### config.mk
export PLATFORM = sky130hd
export DESIGN_NAME = led_matrix_frame_command_engine_flat
export DESIGN_NICKNAME = d
export VERILOG_FILES = /design/src/rtl/core/lmfce_pkg.sv /design/src/rtl/core/lmfce_if.sv /design/src/rtl/core/lmfce_front.sv /design/src/rtl/core/lmfce_queue.sv /design/src/rtl/core/lmfce_back.sv /design/src/rtl/core/led_matrix_frame_command_engine.sv /design/src/flat_wrapper.sv
export SDC_FILE = /design/constraint.sdc
export NUM_CORES = 1
export LEC_CHECK = 0
export BUFFER_PORTS_ARGS = -buffer_cell sky130_fd_sc_hd__buf_2
export CAP_MARGIN = 20
export CORE_MARGIN = 10
export CORE_UTILIZATION = 61
export CTS_BUF_LIST = sky130_fd_sc_hd__clkbuf_16
export DETAILED_ROUTE_END_ITERATION = 8
export GPL_TIMING_DRIVEN = 0
export PLACE_DENSITY = 0.79
export SLEW_MARGIN = 25
export SYNTH_ARGS = -nofsm -noshare
export SYNTH_HDL_FRONTEND = slang
export SYNTH_SLANG_ARGS = --single-unit
### constraint.sdc
create_clock -name clk_i -period 3.73 [get_ports clk_i]
set_input_delay 0.746 -clock clk_i [delete_from_list [all_inputs] [get_ports clk_i]]
set_output_delay 0.746 -clock clk_i [all_outputs]
set_load 0.02 [all_outputs]
### src/rtl/core/lmfce_pkg.sv
// ----------------------------------------------------------------------------
// lmfce_pkg
// Shared types and constants for the led matrix frame command engine:
// command codes, status codes, driver register addresses, queue entries.
// ----------------------------------------------------------------------------
package lmfce_pkg;

  typedef enum logic [3:0] {
    KindSetPixel  = 4'd0,
    KindGetPixel  = 4'd1,
    KindSetRow    = 4'd2,
    KindSetColumn = 4'd3,
    KindShiftLeft = 4'd4,
    KindShiftRight = 4'd5,
    KindClear     = 4'd6,
    KindRefresh   = 4'd7,
    KindIntensity = 4'd8,
    KindPowerUp   = 4'd9,
    KindPowerDown = 4'd10
  } cmd_kind_e;

  // result status codes
  localparam logic [1:0] StatusOk         = 2'd0;
  localparam logic [1:0] StatusRange      = 2'd1;
  localparam logic [1:0] StatusClamped    = 2'd2;
  localparam logic [1:0] StatusNotPowered = 2'd3;

  // driver register map
  localparam logic [3:0] AddrDigit0    = 4'h1;
  localparam logic [3:0] AddrDecode    = 4'h9;
  localparam logic [3:0] AddrIntensity = 4'hA;
  localparam logic [3:0] AddrScanLimit = 4'hB;
  localparam logic [3:0] AddrShutdown  = 4'hC;
  localparam logic [3:0] AddrDispTest  = 4'hF;

  localparam logic [7:0] IntensityMax  = 8'h0F;
  localparam logic [7:0] IntensityInit = IntensityMax / 8'd2;
  localparam logic [7:0] ShutdownOn    = 8'h00;
  localparam logic [7:0] ShutdownOff   = 8'h01;

  // power-up sequence: five setup writes, the rows, then wake-up
  localparam int unsigned PowerUpSetup = 5;

  localparam int unsigned QueueDepth = 4;

  typedef struct packed {
    cmd_kind_e  kind;
    logic [3:0] row_index;
    logic [3:0] col_index;
    logic [7:0] value_byte;
    logic       pixel_on;
    logic       wrap_around;
    logic       range_err;
  } cmd_entry_t;

  typedef struct packed {
    logic       valid;
    cmd_entry_t entry;
  } q_port_t;

endpackage

### src/rtl/core/lmfce_if.sv
// ----------------------------------------------------------------------------
// lmfce command and result channels
// Valid/ready channels carrying one display command and one driver result.
// ----------------------------------------------------------------------------
interface lmfce_cmd_if;
  logic       valid;
  logic       ready;
  logic [3:0] kind;
  logic [3:0] row_index;
  logic [3:0] col_index;
  logic [7:0] value_byte;
  logic       pixel_on;
  logic       wrap_around;

  modport source (
    output valid, kind, row_index, col_index, value_byte, pixel_on, wrap_around,
    input  ready
  );
  modport sink (
    input  valid, kind, row_index, col_index, value_byte, pixel_on, wrap_around,
    output ready
  );
endinterface

interface lmfce_res_if;
  logic       valid;
  logic       ready;
  logic [3:0] reg_addr;
  logic [7:0] reg_data;
  logic       write_valid;
  logic       pixel_value;
  logic [1:0] status;
  logic       last;

  modport source (
    output valid, reg_addr, reg_data, write_valid, pixel_value, status, last,
    input  ready
  );
  modport sink (
    input  valid, reg_addr, reg_data, write_valid, pixel_value, status, last,
    output ready
  );
endinterface

### src/rtl/core/lmfce_front.sv
// ----------------------------------------------------------------------------
// lmfce_front
// Accepts commands, drops unused codes and flags out-of-range coordinates
// before pushing the command into the queue.
// ----------------------------------------------------------------------------
module lmfce_front #(
  parameter int unsigned MATRIX_DIM = 8
) (
  lmfce_cmd_if.sink          cmd_i,
  input  logic               q_full_i,
  output lmfce_pkg::q_port_t q_wr_o
);
  import lmfce_pkg::*;

  localparam logic [3:0] DimLimit = 4'(MATRIX_DIM);

  logic row_bad;
  logic col_bad;
  logic known;
  logic range_err;

  assign cmd_i.ready = !q_full_i;

  assign row_bad = cmd_i.row_index >= DimLimit;
  assign col_bad = cmd_i.col_index >= DimLimit;
  assign known   = cmd_i.kind <= 4'(KindPowerDown);

  always_comb begin
    unique case (cmd_i.kind)
      4'(KindSetPixel), 4'(KindGetPixel): range_err = row_bad || col_bad;
      4'(KindSetRow):                     range_err = row_bad;
      4'(KindSetColumn):                  range_err = col_bad;
      default:                            range_err = 1'b0;
    endcase
  end

  // unused codes are taken and dropped without a result
  assign q_wr_o.valid             = cmd_i.valid && !q_full_i && known;
  assign q_wr_o.entry.kind        = cmd_kind_e'(cmd_i.kind);
  assign q_wr_o.entry.row_index   = cmd_i.row_index;
  assign q_wr_o.entry.col_index   = cmd_i.col_index;
  assign q_wr_o.entry.value_byte  = cmd_i.value_byte;
  assign q_wr_o.entry.pixel_on    = cmd_i.pixel_on;
  assign q_wr_o.entry.wrap_around = cmd_i.wrap_around;
  assign q_wr_o.entry.range_err   = range_err;

endmodule

### src/rtl/core/lmfce_queue.sv
// ----------------------------------------------------------------------------
// lmfce_queue
// Small command queue between the front and the back part.
// ----------------------------------------------------------------------------
module lmfce_queue #(
  parameter int unsigned DEPTH = 4
) (
  input  logic               clk_i,
  input  logic               rst_ni,
  input  lmfce_pkg::q_port_t q_wr_i,
  output logic               q_full_o,
  output lmfce_pkg::q_port_t q_rd_o,
  input  logic               q_pop_i
);
  import lmfce_pkg::*;

  localparam int unsigned PtrW = (DEPTH > 1) ? $clog2(DEPTH) : 1;
  localparam int unsigned CntW = $clog2(DEPTH + 1);
  localparam logic [PtrW-1:0] PtrLast = PtrW'(DEPTH - 1);
  localparam logic [CntW-1:0] CntFull = CntW'(DEPTH);

  cmd_entry_t      mem_q [DEPTH];
  logic [PtrW-1:0] wr_ptr_q, wr_ptr_d;
  logic [PtrW-1:0] rd_ptr_q, rd_ptr_d;
  logic [CntW-1:0] count_q, count_d;
  logic            push;
  logic            pop;

  assign q_full_o     = count_q == CntFull;
  assign q_rd_o.valid = count_q != '0;
  assign q_rd_o.entry = mem_q[rd_ptr_q];

  assign push = q_wr_i.valid && !q_full_o;
  assign pop  = q_pop_i && q_rd_o.valid;

  always_comb begin
    wr_ptr_d = wr_ptr_q;
    rd_ptr_d = rd_ptr_q;
    count_d  = count_q;
    if (push) begin
      wr_ptr_d = (wr_ptr_q == PtrLast) ? '0 : wr_ptr_q + 1'b1;
    end
    if (pop) begin
      rd_ptr_d = (rd_ptr_q == PtrLast) ? '0 : rd_ptr_q + 1'b1;
    end
    if (push && !pop) begin
      count_d = count_q + 1'b1;
    end else if (pop && !push) begin
      count_d = count_q - 1'b1;
    end
  end

  always_ff @(posedge clk_i or negedge rst_ni) begin
    if (!rst_ni) begin
      wr_ptr_q <= '0;
      rd_ptr_q <= '0;
      count_q  <= '0;
    end else begin
      wr_ptr_q <= wr_ptr_d;
      rd_ptr_q <= rd_ptr_d;
      count_q  <= count_d;
    end
  end

  always_ff @(posedge clk_i) begin
    if (push) begin
      mem_q[wr_ptr_q] <= q_wr_i.entry;
    end
  end

  a_count_bound: assert property (@(posedge clk_i) disable iff (!rst_ni)
    count_q <= CntFull)
    else $error("queue fill count above depth");

  a_ptr_gap: assert property (@(posedge clk_i) disable iff (!rst_ni)
    (count_q == '0) |-> (wr_ptr_q == rd_ptr_q))
    else $error("empty queue with pointers apart");

  a_pop_moves: assert property (@(posedge clk_i) disable iff (!rst_ni)
    (pop && !push) |=> (count_q == $past(count_q) - 1'b1))
    else $error("pop did not drain the queue");

endmodule

### src/rtl/core/lmfce_back.sv
// ----------------------------------------------------------------------------
// lmfce_back
// Executes queued commands: holds the frame and the powered flag and emits
// one driver result per cycle through an output register while a command
// runs and the result side is not stalling.
module lmfce_back #(
  parameter int unsigned MATRIX_DIM = 8
) (
  input  logic               clk_i,
  input  logic               rst_ni,
  input  lmfce_pkg::q_port_t q_rd_i,
  output logic               q_pop_o,
  lmfce_res_if.source        res_o
);
  import lmfce_pkg::*;

  localparam int unsigned RowW     = (MATRIX_DIM > 1) ? $clog2(MATRIX_DIM) : 1;
  localparam int unsigned MaxSteps = PowerUpSetup + MATRIX_DIM + 1;
  localparam int unsigned CntW     = $clog2(MaxSteps);
  localparam logic [CntW-1:0] RowsLast  = CntW'(MATRIX_DIM - 1);
  localparam logic [CntW-1:0] PuLast    = CntW'(MaxSteps - 1);
  localparam logic [CntW-1:0] PuRowBase = CntW'(PowerUpSetup);
  localparam logic [CntW-1:0] PuRowEnd  = CntW'(PowerUpSetup + MATRIX_DIM);
  localparam logic [7:0]      ScanLimit = 8'(MATRIX_DIM - 1);

  localparam logic StIdle = 1'b0;
  localparam logic StRun  = 1'b1;

  logic            state_q, state_d;
  cmd_entry_t      cmd_q;
  logic [CntW-1:0] cnt_q;
  logic            powered_q;
  logic [7:0]      frame_q [MATRIX_DIM];

  logic            res_valid_q;
  logic [3:0]      res_addr_q;
  logic [7:0]      res_data_q;
  logic            res_wv_q;
  logic            res_pix_q;
  logic [1:0]      res_status_q;
  logic            res_last_q;

  logic            adv;
  logic            not_pow;
  logic [CntW-1:0] last_idx;
  logic            step_last;
  logic [CntW-1:0] pu_row;
  logic            pu_row_step;
  logic [RowW-1:0] ri;
  logic [2:0]      ri3;
  logic [2:0]      col3;
  logic [7:0]      cur;
  logic [7:0]      mask;
  logic [7:0]      nv;

  logic [3:0]      s_addr;
  logic [7:0]      s_data;
  logic            s_wv;
  logic            s_pix;
  logic [1:0]      s_status;
  logic            s_fwe;

  assign not_pow = !powered_q && (cmd_q.kind != KindPowerUp);
  assign adv     = (state_q == StRun) && (!res_valid_q || res_o.ready);
  assign q_pop_o = (state_q == StIdle);

  always_comb begin
    if (not_pow || cmd_q.range_err) begin
      last_idx = '0;
    end else begin
      unique case (cmd_q.kind)
        KindSetColumn, KindShiftLeft, KindShiftRight, KindClear, KindRefresh:
          last_idx = RowsLast;
        KindPowerUp: last_idx = PuLast;
        default:     last_idx = '0;
      endcase
    end
  end
  assign step_last = cnt_q == last_idx;

  assign pu_row      = cnt_q - PuRowBase;
  assign pu_row_step = (cnt_q >= PuRowBase) && (cnt_q < PuRowEnd);

  // one frame row is read per step
  always_comb begin
    unique case (cmd_q.kind)
      KindSetPixel, KindGetPixel, KindSetRow: ri = cmd_q.row_index[RowW-1:0];
      KindPowerUp:                            ri = pu_row[RowW-1:0];
      default:                                ri = cnt_q[RowW-1:0];
    endcase
  end
  assign ri3  = 3'(ri);
  assign col3 = cmd_q.col_index[2:0];
  assign cur  = frame_q[ri];
  assign mask = 8'h01 << col3;

  always_comb begin
    case (cmd_q.kind)
      KindSetPixel:   nv = cmd_q.pixel_on ? (cur | mask) : (cur & ~mask);
      KindSetRow:     nv = cmd_q.value_byte;
      KindSetColumn:  nv = cmd_q.value_byte[ri3] ? (cur | mask) : (cur & ~mask);
      KindShiftLeft:  nv = {cur[6:0], cmd_q.wrap_around & cur[7]};
      KindShiftRight: nv = {cmd_q.wrap_around & cur[0], cur[7:1]};
      KindRefresh:    nv = cur;
      default:        nv = 8'h00;
    endcase
  end

  always_comb begin
    s_addr   = '0;
    s_data   = '0;
    s_wv     = 1'b0;
    s_pix    = 1'b0;
    s_status = StatusOk;
    s_fwe    = 1'b0;
    if (not_pow) begin
      s_status = StatusNotPowered;
    end else if (cmd_q.range_err) begin
      s_status = StatusRange;
    end else begin
      unique case (cmd_q.kind)
        KindGetPixel: begin
          s_pix = cur[col3];
        end
        KindSetPixel, KindSetRow, KindSetColumn, KindShiftLeft, KindShiftRight,
        KindClear, KindRefresh: begin
          s_addr = AddrDigit0 + 4'(ri3);
          s_data = nv;
          s_wv   = 1'b1;
          s_fwe  = 1'b1;
        end
        KindIntensity: begin
          s_addr = AddrIntensity;
          s_wv   = 1'b1;
          if (cmd_q.value_byte > IntensityMax) begin
            s_data   = IntensityMax;
            s_status = StatusClamped;
          end else begin
            s_data = cmd_q.value_byte;
          end
        end
        KindPowerUp: begin
          s_wv = 1'b1;
          if (pu_row_step) begin
            s_addr = AddrDigit0 + 4'(ri3);
            s_data = 8'h00;
            s_fwe  = 1'b1;
          end else if (cnt_q == CntW'(0)) begin
            s_addr = AddrShutdown;
            s_data = ShutdownOn;
          end else if (cnt_q == CntW'(1)) begin
            s_addr = AddrDispTest;
          end else if (cnt_q == CntW'(2)) begin
            s_addr = AddrDecode;
          end else if (cnt_q == CntW'(3)) begin
            s_addr = AddrScanLimit;
            s_data = ScanLimit;
          end else if (cnt_q == CntW'(4)) begin
            s_addr = AddrIntensity;
            s_data = IntensityInit;
          end else begin
            s_addr = AddrShutdown;
            s_data = ShutdownOff;
          end
        end
        KindPowerDown: begin
          s_addr = AddrShutdown;
          s_data = ShutdownOn;
          s_wv   = 1'b1;
        end
        default: begin
          s_wv = 1'b0;
        end
      endcase
    end
  end

  always_comb begin
    state_d = state_q;
    unique case (state_q)
      StIdle: if (q_rd_i.valid) state_d = StRun;
      StRun:  if (adv && step_last) state_d = StIdle;
      default: state_d = StIdle;
    endcase
  end

  always_ff @(posedge clk_i or negedge rst_ni) begin
    if (!rst_ni) begin
      state_q     <= StIdle;
      cnt_q       <= '0;
      powered_q   <= 1'b0;
      res_valid_q <= 1'b0;
      for (int i = 0; i < int'(MATRIX_DIM); i++) begin
        frame_q[i] <= 8'h00;
      end
    end else begin
      state_q <= state_d;
      if (state_q == StIdle) begin
        cnt_q <= '0;
      end else if (adv) begin
        cnt_q <= cnt_q + 1'b1;
      end
      if (adv) begin
        res_valid_q <= 1'b1;
      end else if (res_o.ready) begin
        res_valid_q <= 1'b0;
      end
      if (adv && s_fwe) begin
        frame_q[ri] <= nv;
      end
      if (adv && step_last && !not_pow) begin
        if (cmd_q.kind == KindPowerUp) begin
          powered_q <= 1'b1;
        end else if (cmd_q.kind == KindPowerDown) begin
          powered_q <= 1'b0;
        end
      end
    end
  end

  always_ff @(posedge clk_i) begin
    if (q_pop_o && q_rd_i.valid) begin
      cmd_q <= q_rd_i.entry;
    end
    if (adv) begin
      res_addr_q   <= s_addr;
      res_data_q   <= s_data;
      res_wv_q     <= s_wv;
      res_pix_q    <= s_pix;
      res_status_q <= s_status;
      res_last_q   <= step_last;
    end
  end

  assign res_o.valid       = res_valid_q;
  assign res_o.reg_addr    = res_addr_q;
  assign res_o.reg_data    = res_data_q;
  assign res_o.write_valid = res_wv_q;
  assign res_o.pixel_value = res_pix_q;
  assign res_o.status      = res_status_q;
  assign res_o.last        = res_last_q;

  a_no_write_zero: assert property (@(posedge clk_i) disable iff (!rst_ni)
    (res_valid_q && !res_wv_q) |-> (res_addr_q == 4'h0 && res_data_q == 8'h00))
    else $error("result without write carries address or data");

  a_power_on_wake: assert property (@(posedge clk_i) disable iff (!rst_ni)
    $rose(powered_q) |-> (res_valid_q && res_last_q && res_addr_q == AddrShutdown
                          && res_data_q == ShutdownOff))
    else $error("powered set without the wake-up write");

  a_unpowered_nowrite: assert property (@(posedge clk_i) disable iff (!rst_ni)
    (res_valid_q && res_status_q == StatusNotPowered) |-> (!res_wv_q && res_last_q))
    else $error("write issued while not powered");

  a_step_bound: assert property (@(posedge clk_i) disable iff (!rst_ni)
    (state_q == StRun) |-> (cnt_q <= last_idx))
    else $error("step counter ran past the command's last result");

endmodule

### src/rtl/core/led_matrix_frame_command_engine.sv
// ----------------------------------------------------------------------------
// led_matrix_frame_command_engine
// Turns display commands into driver register writes from an 8x8 frame.
// ----------------------------------------------------------------------------
// a taken command passes through the queue and the executor's command register
// before its first result is registered; the executor works on one command
//   at a time, loading it while idle and then stepping once per result
// a 4-entry command queue keeps accepting commands until full while results are drained
// reset: frame cleared, powered flag cleared, queue and output emptied
module led_matrix_frame_command_engine #(
  parameter int unsigned MATRIX_DIM = 8
) (
  input  logic        clk_i,
  input  logic        rst_ni,
  lmfce_cmd_if.sink   cmd_i,
  lmfce_res_if.source res_o
);
  import lmfce_pkg::*;

  q_port_t q_wr;
  q_port_t q_rd;
  logic    q_full;
  logic    q_pop;

  lmfce_front #(
    .MATRIX_DIM (MATRIX_DIM)
  ) u_front (
    .cmd_i    (cmd_i),
    .q_full_i (q_full),
    .q_wr_o   (q_wr)
  );

  lmfce_queue #(
    .DEPTH (QueueDepth)
  ) u_queue (
    .clk_i    (clk_i),
    .rst_ni   (rst_ni),
    .q_wr_i   (q_wr),
    .q_full_o (q_full),
    .q_rd_o   (q_rd),
    .q_pop_i  (q_pop)
  );

  lmfce_back #(
    .MATRIX_DIM (MATRIX_DIM)
  ) u_back (
    .clk_i   (clk_i),
    .rst_ni  (rst_ni),
    .q_rd_i  (q_rd),
    .q_pop_o (q_pop),
    .res_o   (res_o)
  );

endmodule

### src/flat_wrapper.sv
// flat-port wrapper written by rule: the top's interface ports become plain ports
module led_matrix_frame_command_engine_flat import lmfce_pkg::*;
#(
  parameter int unsigned MATRIX_DIM = 8
)
  (clk_i, rst_ni, cmd_i_valid, cmd_i_kind, cmd_i_row_index, cmd_i_col_index, cmd_i_value_byte, cmd_i_pixel_on, cmd_i_wrap_around, cmd_i_ready, res_o_valid, res_o_reg_addr, res_o_reg_data, res_o_write_valid, res_o_pixel_value, res_o_status, res_o_last, res_o_ready);
  lmfce_cmd_if cmd_i_i ();
  lmfce_res_if res_o_i ();
  input  logic clk_i;
  input  logic rst_ni;
  input wire logic [$bits(cmd_i_i.valid)-1:0] cmd_i_valid;
  input wire logic [$bits(cmd_i_i.kind)-1:0] cmd_i_kind;
  input wire logic [$bits(cmd_i_i.row_index)-1:0] cmd_i_row_index;
  input wire logic [$bits(cmd_i_i.col_index)-1:0] cmd_i_col_index;
  input wire logic [$bits(cmd_i_i.value_byte)-1:0] cmd_i_value_byte;
  input wire logic [$bits(cmd_i_i.pixel_on)-1:0] cmd_i_pixel_on;
  input wire logic [$bits(cmd_i_i.wrap_around)-1:0] cmd_i_wrap_around;
  output wire logic [$bits(cmd_i_i.ready)-1:0] cmd_i_ready;
  output wire logic [$bits(res_o_i.valid)-1:0] res_o_valid;
  output wire logic [$bits(res_o_i.reg_addr)-1:0] res_o_reg_addr;
  output wire logic [$bits(res_o_i.reg_data)-1:0] res_o_reg_data;
  output wire logic [$bits(res_o_i.write_valid)-1:0] res_o_write_valid;
  output wire logic [$bits(res_o_i.pixel_value)-1:0] res_o_pixel_value;
  output wire logic [$bits(res_o_i.status)-1:0] res_o_status;
  output wire logic [$bits(res_o_i.last)-1:0] res_o_last;
  input wire logic [$bits(res_o_i.ready)-1:0] res_o_ready;
  assign cmd_i_i.valid = cmd_i_valid;
  assign cmd_i_i.kind = cmd_i_kind;
  assign cmd_i_i.row_index = cmd_i_row_index;
  assign cmd_i_i.col_index = cmd_i_col_index;
  assign cmd_i_i.value_byte = cmd_i_value_byte;
  assign cmd_i_i.pixel_on = cmd_i_pixel_on;
  assign cmd_i_i.wrap_around = cmd_i_wrap_around;
  assign cmd_i_ready = cmd_i_i.ready;
  assign res_o_valid = res_o_i.valid;
  assign res_o_reg_addr = res_o_i.reg_addr;
  assign res_o_reg_data = res_o_i.reg_data;
  assign res_o_write_valid = res_o_i.write_valid;
  assign res_o_pixel_value = res_o_i.pixel_value;
  assign res_o_status = res_o_i.status;
  assign res_o_last = res_o_i.last;
  assign res_o_i.ready = res_o_ready;
  led_matrix_frame_command_engine #(.MATRIX_DIM(MATRIX_DIM)) u_core (.clk_i(clk_i), .rst_ni(rst_ni), .cmd_i(cmd_i_i), .res_o(res_o_i));
endmodule
==> key figures <==
Global route
  • First-pass GRT wire length: 34090 um
  • Vias in the first global route: 6276
  • Largest net degree at the start of global routing: 45
  • Final global-route overflow total: 0
  • Initial antenna violation count: 0
  • Overall Global Routing Usage: 21.55%

Synth
  • Netlist Area Pre-Place: 9330 um2
  • Number of synthesized flops with an enable pin: 122
  • Gate Count Post-Synth: 664
  • Ranking of synthesized cells by area: edfxtp_1 (39%), dfrtp_1 (21%), mux2_2 (8.3%), mux4_2 (5.3%), and3_1 (2.5%)
  • Synth unique cells: 73
  • Post-Syn Nets: 702
  • Yosys top cell area share: 39.27%
  • Ys Warns: 0
  • Area leader, netlist: edfxtp_1
  • Seq/Total Area, Yosys: 60.19%
  • Mean post-synth cell area: 14.05 um2
  • Top FF cell, synth: edfxtp_1
  • Asr flop ratio synth: 39.00%
  • #FFs+latches synth: 200

Timing
  • Slew at the pin closest to its max-slew limit: 1024 ps
  • Final worst slack: -56.80 ps
  • WHS: 299.3 ps
  • Clock skew: 16.66 ps
  • RSZ-0062 raised after global routing: true
  • FMAX: 264.1 MHz
  • Endpoints failing hold: 0
  • Relative slew slack: 31.50%
  • Max Slew Vio Count: 0
  • Endpoints failing setup: 11
  • Tcrit/Tclk final: 101.5%
  • Tmin final: 3787 ps
  • Final TNS setup: -305.0 ps

Setup path
  • RR Endpoint: u_core.u_back.res_o.reg_data[1]$_SDFFCE_PP0P_
  • Most frequent CP cell: buf_4
  • R2R Path Start: u_core.u_back.cnt_q[0]$_DFFE_PN0P_
  • CP max FO: 10
  • Path depth of the worst reg2reg path: 13
  • Crit path cell chain: clkbuf_4 > inv_2 > ha_1 > nand3b_1 > a211oi_4 > a32oi_2 > buf_4 > a211oi_1 > nor4_2 > a222oi_1 > buf_4 > nand3_2 > o21a_1
  • Crit-path slowest cell: dfrtp_1
  • Largest delay share family, worst path: compound AO/OA/AOI/OAI gates
  • Capture point of the worst path: u_core.u_back.res_o.reg_data[1]$_SDFFCE_PP0P_
  • Crit path required time: 3940 ps
  • Crit Path Class: register to register
  • Worst path depth: 13
  • Critical Path Source Type: register
  • Reg2Reg Setup Slack: -60 ps
  • Critical path's largest stage delay: 380 ps
  • Buf/Inv on CP: 4
  • WP data arrival: 4000 ps
  • Crit path from: u_core.u_back.cnt_q[0]$_DFFE_PN0P_
  • Crit path capture type: register

Placement
  • Dpl ws: -611.2 ps
  • DP HPWL: 14510 um
  • Final Wtd Congestion: 0.9403
  • Placed cells: 897
  • IO Port Bufs: 44

Layout
  • Most frequent cells in the layout: edfxtp_1 (122), dfrtp_1 (78), mux2_2 (69)
  • Post-route insts no fill: 937
  • Nets: 774
  • ANT cells: 0
  • Layout cell share with drive strength beyond 1: 31.51%
  • Area delta synth->final: 13.50%
  • Most common cell after layout, fill and taps aside: edfxtp_1

Power and ir drop
  • Comb power frac: 38.4%
  • Switching power total: 3.042 mW
  • Reg power frac: 40.2%
  • Total chip power: 8.130 mW
  • Pwr per Cell Area: 767.7 nW/um2
  • Internal Power: 5.088 mW
  • Max rail drop VDD: 0.0004779 V
  • LEAKAGE: 4.232 nW
  • Clock share of power: 21.4%
  • Sw frac: 37.42%

Hold path
  • Hold WC Path Type: input pin to asynchronous set/reset pin

Run status
  • Outcome: complete, but fails checks
  • Violated checks: negative setup slack

Clock tree
  • CTS tree: built
  • Hold_buf cts: 0
  • Worst-Skew Late Latency: 450 ps
  • Total CTS buffers: 17
  • Max Root-Sink Buffers: 2
  • Root buffer cell: clkbuf_16
  • Reg clk slew, reported paths: 80 ps
  • H-tree levels: 4
  • Clk sinks: 200

Floorplan
  • Die Wd: 143.7 um
  • Core area: 15090 um2
  • Die Height: 143.7 um
  • Die Area: 20640 um2
  • IO Pins: 45
  • Initial core utilization: 61.83%
  • Row count: 45

Run
  • Maxcap violations: 0

Route
  • Via density: 6.648
  • Avg WL per Cell: 23.26 um
  • Vias: 6229
  • Final ANT Viol Nets: 0
  • First-pass DRT Iterations: 6
  • Final wirelength: 21800 um
  • Drt initial violations: 734
  • DR DRC count: 0
-- layout make-up --
type,count,area [um2]
well taps,188,235.2
multi-input cells,412,3650
clock buffers,17,425.4
clock inverters,15,120.1
inverters,15,56.30
plain buffers,38,192.7
flip-flops and latches,200,5615
repair buffers,52,295.3
fillers,1015,4499
-- flip-flops by register name, indices dropped and copies added, names as in the netlist, 2 cells and up --
| name | flops |
|---|---|
| u_core.u_back.res_o.reg_data | 8 |
| u_core.u_back.cnt_q | 4 |
| u_core.u_queue.rd_ptr_q | 2 |
| u_core.u_back.frame_q | 64 |
| u_core.u_queue.count_q | 3 |
| u_core.u_back.res_o.status | 2 |
| u_core.u_queue.wr_ptr_q | 2 |
| u_core.u_back.res_o.reg_addr | 4 |
| u_core.u_queue.mem_q | 84 |
| u_core.u_back.cmd_q | 21 |
-- power by group through the flow --
stage | clock network, mW | logic [mW] | registers (mW)
floorplan | 0 | 1.97 | 3.27
CTS | 1.75 | 2.93 | 3.25
global placement | 0 | 2.73 | 3.25
finish | 1.74 | 3.12 | 3.27
global route | 1.83 | 3.33 | 3.32
detailed placement | 0 | 2.83 | 3.29
-- cell usage after synthesis, drive strengths merged (6+ instances only) --
master / number
ha: 11
edfxtp: 122
a22oi: 8
nand2b: 14
a21oi: 22
inv: 15
mux4: 22
buf: 19
nand2: 17
dfrtp: 78
a31oi: 8
nor2: 34
a211oi: 29
clkbuf: 19
nor4: 7
a222oi: 6
nand3: 10
o21a: 6
and2: 9
nor3: 11
o21ai: 15
a2111oi: 8
mux2: 69
and3: 37
a32oi: 6
-- through the flow --
stage	cell area, um2	util [%]
after floorplan	9330	-
after global placement	9786	64.85
after detailed placement	9826	65.12
after CTS	10450	69.24
after global routing	10590	70.18
final	10590	70.18
-- logic make-up (layout without fill, tap and decap cells) --
kind of cell,after synthesis,in the layout,share of synthesized area [%]
flops,200,200,60.19
mux,95,95,14.07
xor+xnor,8,8,0.7509
compound gates,131,131,10.77
buf+inv,53,137,2.467
simple gates,165,166,10.07
fa+ha+maj,12,12,1.690
-- repair_timing --
item                                    in CTS  in global routing
endpoints found under the setup margin      73                 73
pin swaps                                    4                  8
gates cloned                                 0                  1
resized for setup                           11                 28
buffers inserted                             2                  5
-- worst register-to-register path, stage by stage, from the launching register on --
cell and delay [ps]:
dfrtp_1 380, clkbuf_4 210, inv_2 90, ha_1 340, nand3b_1 270, a211oi_4 310, a32oi_2 230, buf_4 250
a211oi_1 360, nor4_2 160, a222oi_1 350, buf_4 200, nand3_2 160, o21a_1 240
-- layer usage --
metal / share of wire, % / vias up / track usage (%)
met5: 0 / - / 0
li1: - / 2736 / -
met4: 3.7 / 0 / 8.920
met2: 48 / 317 / 33.80
met1: 41 / 3106 / 28.23
met3: 8.1 / 70 / 5.281
-- worst min path at each step --
| stage | slack (ps) | end | start |
|---|---|---|---|
| 3_3_place_gp | 480 | u_core.u_queue.count_q[2]$_DFFE_PN0P_ | u_core.u_queue.count_q[2]$_DFFE_PN0P_ |
| 4_1_cts | 330 | u_core.u_back.cnt_q[3]$_DFFE_PN0P_ | rst_ni |
| 6_report | 300 | u_core.u_back.cnt_q[3]$_DFFE_PN0P_ | rst_ni |
| 2_1_floorplan | 450 | u_core.u_back.cnt_q[0]$_DFFE_PN0P_ | rst_ni |
| 3_5_place_dp | 490 | u_core.u_back.frame_q[9]$_DFFE_PN0P_ | u_core.u_back.frame_q[9]$_DFFE_PN0P_ |
| 5_1_grt | 350 | u_core.u_back.cnt_q[3]$_DFFE_PN0P_ | rst_ni |
Note: power is estimated with default switching activity, not from simulation.
